`config.mk`:
```
export PLATFORM = sky130hd
export DESIGN_NAME = base64url_stream_encoder_core
export DESIGN_NICKNAME = d
export VERILOG_FILES = /design/src/hdl/b64e_pkg.sv /design/src/hdl/b64e_front.sv /design/src/hdl/b64e_queue.sv /design/src/hdl/b64e_back.sv /design/src/hdl/base64url_stream_encoder_core.sv
export SDC_FILE = /design/constraint.sdc
export NUM_CORES = 1
export LEC_CHECK = 0
export BUFFER_PORTS_ARGS = -buffer_cell sky130_fd_sc_hd__buf_4
export CAP_MARGIN = 15
export CORE_MARGIN = 2
export CORE_UTILIZATION = 56
export CTS_BUF_LIST = sky130_fd_sc_hd__clkbuf_4 sky130_fd_sc_hd__clkbuf_8 sky130_fd_sc_hd__clkbuf_16
export CTS_CLUSTER_DIAMETER = 100
export DETAILED_ROUTE_END_ITERATION = 6
export PLACE_DENSITY = 0.8
export SYNTH_ARGS = -nofsm -noshare
export SYNTH_HDL_FRONTEND = slang
export SYNTH_SLANG_ARGS = --single-unit
```
`constraint.sdc`:
```
create_clock -name clk -period 5.4 [get_ports clk]
set_input_delay 1.08 -clock clk [delete_from_list [all_inputs] [get_ports clk]]
set_output_delay 1.08 -clock clk [all_outputs]
set_load 0.03 [all_outputs]
```
`src/hdl/b64e_pkg.sv`:
```
// ----------------------------------------------------------------------------
// b64e_pkg
// Shared types, constants and the character table of the base64url stream
// encoder.
// ----------------------------------------------------------------------------
package b64e_pkg;

  // Width of the per-message character counter (wraps at this width)
  localparam int COUNT_BITS = 16;
  // Width of the capacity register and of the reported count
  localparam int CAP_BITS   = 16;
  // Compare width: one bit above the wider of count and capacity
  localparam int CMP_BITS   = ((COUNT_BITS > CAP_BITS) ? COUNT_BITS : CAP_BITS) + 1;
  // Job queue depth and pointer width
  localparam int QDEPTH     = 4;
  localparam int QPTR_BITS  = $clog2(QDEPTH);

  // Capacity register value after reset
  localparam logic [CAP_BITS-1:0] CAP_RESET = '1;

  // Last character index inside a job
  localparam logic [1:0] LAST_TAIL1 = 2'd1;  // one leftover byte: two chars
  localparam logic [1:0] LAST_TAIL2 = 2'd2;  // two leftover bytes: three chars
  localparam logic [1:0] LAST_GROUP = 2'd3;  // full group: four chars

  // One unit of work: up to four characters from a 24-bit word
  typedef struct packed {
    logic [23:0]           word;   // sextet 0 in the top bits
    logic [1:0]            last;   // index of the final character
    logic                  fin;    // job closes the message
    logic [COUNT_BITS-1:0] base;   // characters emitted before this job
  } job_t;

  // base64url alphabet: A-Z a-z 0-9 - _
  function automatic logic [6:0] b64e_char(input logic [5:0] s);
    logic [6:0] c;
    case (s) inside
      [6'd0:6'd25]:  c = 7'(7'd65 + 7'(s));
      [6'd26:6'd51]: c = 7'(7'd71 + 7'(s));            // 'a' - 26
      [6'd52:6'd61]: c = 7'(7'(s) - 7'd4);             // '0' - 52
      6'd62:         c = 7'd45;                        // '-'
      default:       c = 7'd95;                        // '_'
    endcase
    return c;
  endfunction

endpackage

```
`src/hdl/b64e_front.sv`:
```
// ----------------------------------------------------------------------------
// b64e_front
// Accepts raw bytes, gathers groups, checks room against the capacity
// register and pushes one character job per byte that yields output.
// ----------------------------------------------------------------------------
module b64e_front import b64e_pkg::*; (
  input  logic                clk,
  input  logic                rst,
  input  logic                cfg_we,
  input  logic [CAP_BITS-1:0] cfg_wdata,
  input  logic                in_valid,
  output logic                in_stall,
  input  logic [7:0]          data_byte,
  input  logic                final_byte,
  input  logic                q_full,
  output logic                push,
  output job_t                push_job
);

  logic [CAP_BITS-1:0]   capacity;
  logic [1:0]            phase, phase_next;
  logic [15:0]           held, held_next;
  logic [COUNT_BITS-1:0] count, count_next;
  logic                  stopped, stopped_next;

  logic                  accept;
  logic                  grp_ok, tail_ok;
  logic [1:0]            phase_mid;
  logic [15:0]           held_mid;
  logic [COUNT_BITS-1:0] count_mid;
  logic                  stop_mid;

  assign in_stall = q_full;
  assign accept   = in_valid && !q_full;

  // Classify the byte: group completion, then tail flush on the final byte
  always_comb begin
    grp_ok    = 1'b0;
    tail_ok   = 1'b0;
    push_job  = '0;
    push_job.base = count;
    push_job.fin  = final_byte;
    if (phase == 2'd2) begin
      grp_ok    = !stopped &&
                  (CMP_BITS'(count) + CMP_BITS'(4) < CMP_BITS'(capacity));
      phase_mid = 2'd0;
      held_mid  = '0;
      stop_mid  = stopped || !grp_ok;
      count_mid = grp_ok ? COUNT_BITS'(count + COUNT_BITS'(4)) : count;
      push_job.word = {held, data_byte};
      push_job.last = LAST_GROUP;
    end else begin
      phase_mid = phase + 2'd1;
      held_mid  = {held[7:0], data_byte};
      stop_mid  = stopped;
      count_mid = count;
    end

    if (final_byte) begin
      tail_ok = (phase_mid != 2'd0) && !stop_mid &&
                (CMP_BITS'(count_mid) + CMP_BITS'(3) < CMP_BITS'(capacity));
      if (phase_mid == 2'd1) begin
        push_job.word = {held_mid[7:0], 16'd0};
        push_job.last = LAST_TAIL1;
      end else if (phase_mid == 2'd2) begin
        push_job.word = {held_mid, 8'd0};
        push_job.last = LAST_TAIL2;
      end
      phase_next   = 2'd0;
      held_next    = '0;
      count_next   = '0;
      stopped_next = 1'b0;
    end else begin
      phase_next   = phase_mid;
      held_next    = held_mid;
      count_next   = count_mid;
      stopped_next = stop_mid;
    end

    push = accept && (grp_ok || tail_ok);
  end

  // Group state and capacity register
  always_ff @(posedge clk) begin
    if (rst) begin
      capacity <= CAP_RESET;
      phase    <= '0;
      held     <= '0;
      count    <= '0;
      stopped  <= 1'b0;
    end else begin
      if (cfg_we) begin
        capacity <= cfg_wdata;
      end
      if (accept) begin
        phase   <= phase_next;
        held    <= held_next;
        count   <= count_next;
        stopped <= stopped_next;
      end
    end
  end

endmodule

```
`src/hdl/b64e_queue.sv`:
```
// ----------------------------------------------------------------------------
// b64e_queue
// Small job queue between classification and character output.
// ----------------------------------------------------------------------------
module b64e_queue import b64e_pkg::*; (
  input  logic clk,
  input  logic rst,
  input  logic push,
  input  job_t push_job,
  output logic full,
  input  logic pop,
  output logic head_valid,
  output job_t head_job
);

  job_t                 entries [QDEPTH];
  logic [QPTR_BITS-1:0] wr_ptr, rd_ptr;
  logic [QPTR_BITS:0]   fill;
  logic                 do_push, do_pop;

  assign full       = (fill == (QPTR_BITS+1)'(QDEPTH));
  assign head_valid = (fill != '0);
  assign head_job   = entries[rd_ptr];
  assign do_push    = push && !full;
  assign do_pop     = pop && head_valid;

  // Storage
  always_ff @(posedge clk) begin
    if (do_push) begin
      entries[wr_ptr] <= push_job;
    end
  end

  // Pointers and fill level
  always_ff @(posedge clk) begin
    if (rst) begin
      wr_ptr <= '0;
      rd_ptr <= '0;
      fill   <= '0;
    end else begin
      if (do_push) wr_ptr <= wr_ptr + QPTR_BITS'(1);
      if (do_pop)  rd_ptr <= rd_ptr + QPTR_BITS'(1);
      case ({do_push, do_pop})
        2'b10:   fill <= fill + (QPTR_BITS+1)'(1);
        2'b01:   fill <= fill - (QPTR_BITS+1)'(1);
        default: fill <= fill;
      endcase
    end
  end

endmodule

```
`src/hdl/b64e_back.sv`:
```
// ----------------------------------------------------------------------------
// b64e_back
// Walks each job into the output register, one char per cycle unless stalled.
// ----------------------------------------------------------------------------
module b64e_back import b64e_pkg::*; (
  input  logic        clk,
  input  logic        rst,
  input  logic        head_valid,
  input  job_t        head_job,
  output logic        pop,
  output logic        out_valid,
  input  logic        out_stall,
  output logic [6:0]  code_char,
  output logic        run_last,
  output logic        message_end,
  output logic [15:0] chars_so_far
);

  logic [1:0]                     idx;
  logic                           load, at_last;
  logic [5:0]                     sextet;
  logic [COUNT_BITS-1:0]          cnt;
  logic [COUNT_BITS+CAP_BITS-1:0] cnt_wide;

  assign load    = head_valid && (!out_valid || !out_stall);
  assign at_last = (idx == head_job.last);
  assign pop     = load && at_last;

  // Pick the current sextet of the job word
  always_comb begin
    case (idx)
      2'd0:    sextet = head_job.word[23:18];
      2'd1:    sextet = head_job.word[17:12];
      2'd2:    sextet = head_job.word[11:6];
      default: sextet = head_job.word[5:0];
    endcase
  end

  assign cnt      = COUNT_BITS'(head_job.base + COUNT_BITS'(idx) + COUNT_BITS'(1));
  assign cnt_wide = {{CAP_BITS{1'b0}}, cnt};

  // Character index within the job
  always_ff @(posedge clk) begin
    if (rst) begin
      idx <= '0;
    end else if (load) begin
      idx <= at_last ? 2'd0 : idx + 2'd1;
    end
  end

  // Output register
  always_ff @(posedge clk) begin
    if (rst) begin
      out_valid <= 1'b0;
    end else if (load) begin
      out_valid <= 1'b1;
    end else if (!out_stall) begin
      out_valid <= 1'b0;
    end
  end

  always_ff @(posedge clk) begin
    if (load) begin
      code_char    <= b64e_char(sextet);
      run_last     <= at_last;
      message_end  <= at_last && head_job.fin;
      chars_so_far <= cnt_wide[15:0];
    end
  end

endmodule

```
`src/hdl/base64url_stream_encoder_core.sv`:
```
// ----------------------------------------------------------------------------
// base64url_stream_encoder_core
// base64url encoder without padding: bytes in, one character per transfer out.
// ----------------------------------------------------------------------------
// Usage:
//   Input channel (in_valid/in_stall) carries one data_byte per transfer, with
//   final_byte set on the last byte of a message. Output channel (out_valid/
//   out_stall) carries one character per transfer with run_last, message_end
//   and the running chars_so_far count.
//   Every third byte yields four characters; the final byte flushes two or
//   three tail characters. A group or tail that does not leave a terminator
//   slot in output_capacity is dropped and stops output until message end.
//   A byte's first character goes from front classify into the queue, then
//   from the queue head into the output register; the rest follow one per
//   cycle while out_stall is low. The output side moves one character per
//   cycle under the same condition, and the four-entry job queue lets input
//   continue while the output side drains a group.
//   Reset (synchronous) clears group state, the queue and the output register
//   and sets output_capacity to 65535. When the receiver stalls, the current
//   character holds, the queue fills and in_stall rises once it is full.
//   cfg_we writes output_capacity; write it only while the block is idle.
// ----------------------------------------------------------------------------
module base64url_stream_encoder_core import b64e_pkg::*; (
  input  logic                clk,
  input  logic                rst,
  input  logic                cfg_we,
  input  logic [CAP_BITS-1:0] cfg_wdata,
  input  logic                in_valid,
  output logic                in_stall,
  input  logic [7:0]          data_byte,
  input  logic                final_byte,
  output logic                out_valid,
  input  logic                out_stall,
  output logic [6:0]          code_char,
  output logic                run_last,
  output logic                message_end,
  output logic [15:0]         chars_so_far
);

  logic push, q_full, pop, head_valid;
  job_t push_job, head_job;

  // Front: byte gathering and room check
  b64e_front u_front (
    .clk        (clk),
    .rst        (rst),
    .cfg_we     (cfg_we),
    .cfg_wdata  (cfg_wdata),
    .in_valid   (in_valid),
    .in_stall   (in_stall),
    .data_byte  (data_byte),
    .final_byte (final_byte),
    .q_full     (q_full),
    .push       (push),
    .push_job   (push_job)
  );

  // Job queue
  b64e_queue u_queue (
    .clk        (clk),
    .rst        (rst),
    .push       (push),
    .push_job   (push_job),
    .full       (q_full),
    .pop        (pop),
    .head_valid (head_valid),
    .head_job   (head_job)
  );

  // Back: character output
  b64e_back u_back (
    .clk          (clk),
    .rst          (rst),
    .head_valid   (head_valid),
    .head_job     (head_job),
    .pop          (pop),
    .out_valid    (out_valid),
    .out_stall    (out_stall),
    .code_char    (code_char),
    .run_last     (run_last),
    .message_end  (message_end),
    .chars_so_far (chars_so_far)
  );

endmodule
```
==> reports/metrics.yaml <==
status: "completed"
fin_nets: 1094
cpPeakStageDelay_ps: 370
leakagePower_nw: 5.12
clockBufferDepth: 3
cts_tree: "built"
fill_cells: 1507
highest_layer: "met5"
arrival_ps: 5730
worstPathMaxFanout: 6
period_share_pct: 97.6
yosysWarnings: 0
vias: 7862
yosys-top-cells-count: "189 x edfxtp_1, 76 x nand2_1, 61 x dfxtp_1, 58 x a21oi_1, 51 x ha_1"
num_io_pins: 57
syn-cell-area_um2: 11800
cts_made_buffers: 25
maxSlewViolCount: 0
hpwl_um: 16400
start_kind: "flip-flop"
p_switching_mw: 1.67
yosysSeqAreaShare_pct: 58.6
track_usage_pct: 22.9
dieHeight_um: 149
initial_core_util_pct: 56.5
worst_slew_pin_slew_ps: 1000
cts_sinks: 250
postCtsHoldBufs: 0
min_path_type: "flip-flop to flip-flop"
synthTopCellsByArea: "edfxtp_1 48%, dfxtp_1 10%, ha_1 5.4%, mux4_2 4.4%, mux2i_1 2.8%"
wl_per_cell_um: 19.3
grt-ovfl-total: 0
met2_length_um: 11900
antenna_found_initial: 1
yosysMostFrequentCell: "edfxtp_1"
h-tree-depth: 1
synth_top_area_share_pct: 48.2
required_ps: 5860
num_rows: 53
drtAntennaViolNets: 0
grt_max_degree: 46
async_flop_share_pct: 0
core-area_um2: 20800
p_int_mw: 3.89
hold_violations: 0
clk_latency_ps: 530
fp.dieArea_um2: 22200
critical_path.endpoint_type: "flip-flop"
slowest_stage: "a2111oi_4"
seqPwrFrac_pct: 42.3
min_period_ps: 5270
synth.avg_cell_area_um2: 12.7
syn2layout_area_growth_pct: 16.5
drt-initial-drc-count: 643
drc: 0
p_clk_share_pct: 31.7
syn-num-nets: 1011
skew_ps: 17.6
synth_cells: 929
maxSlewHeadroom_pct: 32.9
combPwrFrac_pct: 26.0
drive_gt1_share_pct: 20.8
routabilityCongestion: 0.947
io_buffers: 56
dr.pass1.iters: 5
power.density_nw_per_um2: 405
synthFlopType: "edfxtp_1"
synth_edf_count: 189
setup_viol: 0
rsz0062_at_grt: "yes"
viasPerCell: 6.02
dr_wl_met3_um: 1750
ys_seq_elements: 250
clkSlewWorstSetupHoldPaths_ps: 60
yosys.area.top_type: "edfxtp_1"
drv_cap: 0
max_freq_mhz: 190
cts_root_buf: "clkbuf_16"
switching_share_pct: 30.1
total_power_mw: 5.56
peakVddDrop_v: 0.000248
wl_met1_um: 11000
grt_pass1_vias: 7668
antenna_cells: 0
grt_pass1_wl_um: 40000
routed_wirelength_um: 25200
synth.distinct_cells: 68
die_w_um: 149
critPathKind: "flip-flop to flip-flop"
holdWs_ps: 454
-- sequential cells by signal, indices dropped and copies added (netlist names), named ones only --
register	flops
u_back.message_end	1
u_front.stopped	1
u_queue.wr_ptr	2
u_front.phase	2
u_front.held	16
u_queue.fill	3
u_back.idx	2
u_back.chars_so_far	16
u_back.code_char	7
u_queue.entries	164
u_back.run_last	1
u_queue.rd_ptr	2
u_front.capacity	16
u_front.count	14
u_back.out_valid	1
-- routing by layer --
| layer | GRT usage, % | up-vias |
|---|---|---|
| met5 | 0 | - |
| met4 | 6.38 | 2 |
| met3 | 3.36 | 47 |
| met2 | 36.8 | 315 |
| met1 | 33.0 | 3824 |
| li1 | - | 3674 |
-- what timing repair did --
item | CTS | global route
endpoints found under the setup margin | 2 | 166
resized for setup | 10 | 25
pin swaps | 4 | 13
buffers inserted | 1 | 4
-- layout make-up --
cell class                      instances  area, um^2  area share [%]
Inverter                               38         143            1.04
Clock inverter                         17         190            1.39
Multi-Input combinational cell        593        4640            33.8
Sequential cell                       250        6910            50.3
Timing Repair Buffer                  104         842            6.14
Tap cell                              275         344            2.51
Clock buffer                           29         656            4.78
-- per-stage QoR --
stage	std cells	cell area, um^2	utilization, %	worst slack [ps]	setup TNS, ps
final	1306	13700	65.9	131	0
after global routing	1306	13700	65.9	-47.5	-47.5
after CTS	1302	13600	65.2	7.97	0
after detailed placement	1255	12700	60.9	-237	-239
after global placement	1255	12700	60.9	48.8	0
after floorplan	929	11800	-	14.3	0
-- worst paths after layout --
kind / slack, ps / endpoint / depth (start not counted) / startpoint
max: 130 / u_queue.fill[2] / 27 / u_front.count[3]
max reg2reg: 130 / u_queue.fill[2] / 27 / u_front.count[3]
min: 450 / u_front.held[10] / 2 / u_front.held[10]
min reg2reg: 450 / u_front.held[10] / 2 / u_front.held[10]
-- placed cells by master, fill, tap and decap left out, drive strengths merged, types with 7 or more instances in the layout --
| cell | count |
|---|---|
| xnor2 | 26 |
| o22ai | 10 |
| nor2 | 40 |
| and2 | 8 |
| nand2b | 8 |
| xor2 | 19 |
| nand4 | 10 |
| inv | 40 |
| a21o | 12 |
| clkbuf | 29 |
| ha | 51 |
| edfxtp | 189 |
| a21oi | 60 |
| o21a | 10 |
| o21ai | 29 |
| nand3 | 37 |
| a22o | 9 |
| mux2i | 33 |
| a31oi | 9 |
| and3 | 30 |
| mux4 | 25 |
| o211ai | 15 |
| buf | 104 |
| o221ai | 9 |
| clkinv | 10 |
| nand2 | 77 |
| dfxtp | 61 |
| nor3 | 7 |
| or3 | 12 |
-- cells by family (layout without fill, tap and decap cells) --
group           count (synthesis)  in the layout  share of synthesized area, %
flops                         250            250                          58.6
simple gates                  245            245                          10.3
compound gates                190            190                          11.0
buf+inv                        86            188                          3.28
mux                            61             61                          7.94
fa+ha+maj                      52             52                          5.59
xor+xnor                       45             45                          3.35
-- power by group through the flow --
stage	logic (mW)	registers [mW]	clock network [mW]
4_1_cts	1.44	2.36	1.79
6_report	1.45	2.35	1.76
3_5_place_dp	1.42	2.40	0
5_1_grt	1.58	2.37	1.87
2_1_floorplan	0.928	2.52	0
3_3_place_gp	1.40	2.39	0
-- worst max-delay path: cells and delay by family, from the launching register on --
| family | cells | cell delay (ps) |
|---|---|---|
| adders and majority gates | 4 | 1150 |
| xor gates and xnor gates | 3 | 440 |
| DFF | 1 | 360 |
| and+or+nand+nor | 9 | 1330 |
| AOI/OAI and AO/OA | 7 | 1470 |
| buffers and inverters | 4 | 420 |
Note: power is estimated with default switching activity, not from simulation.
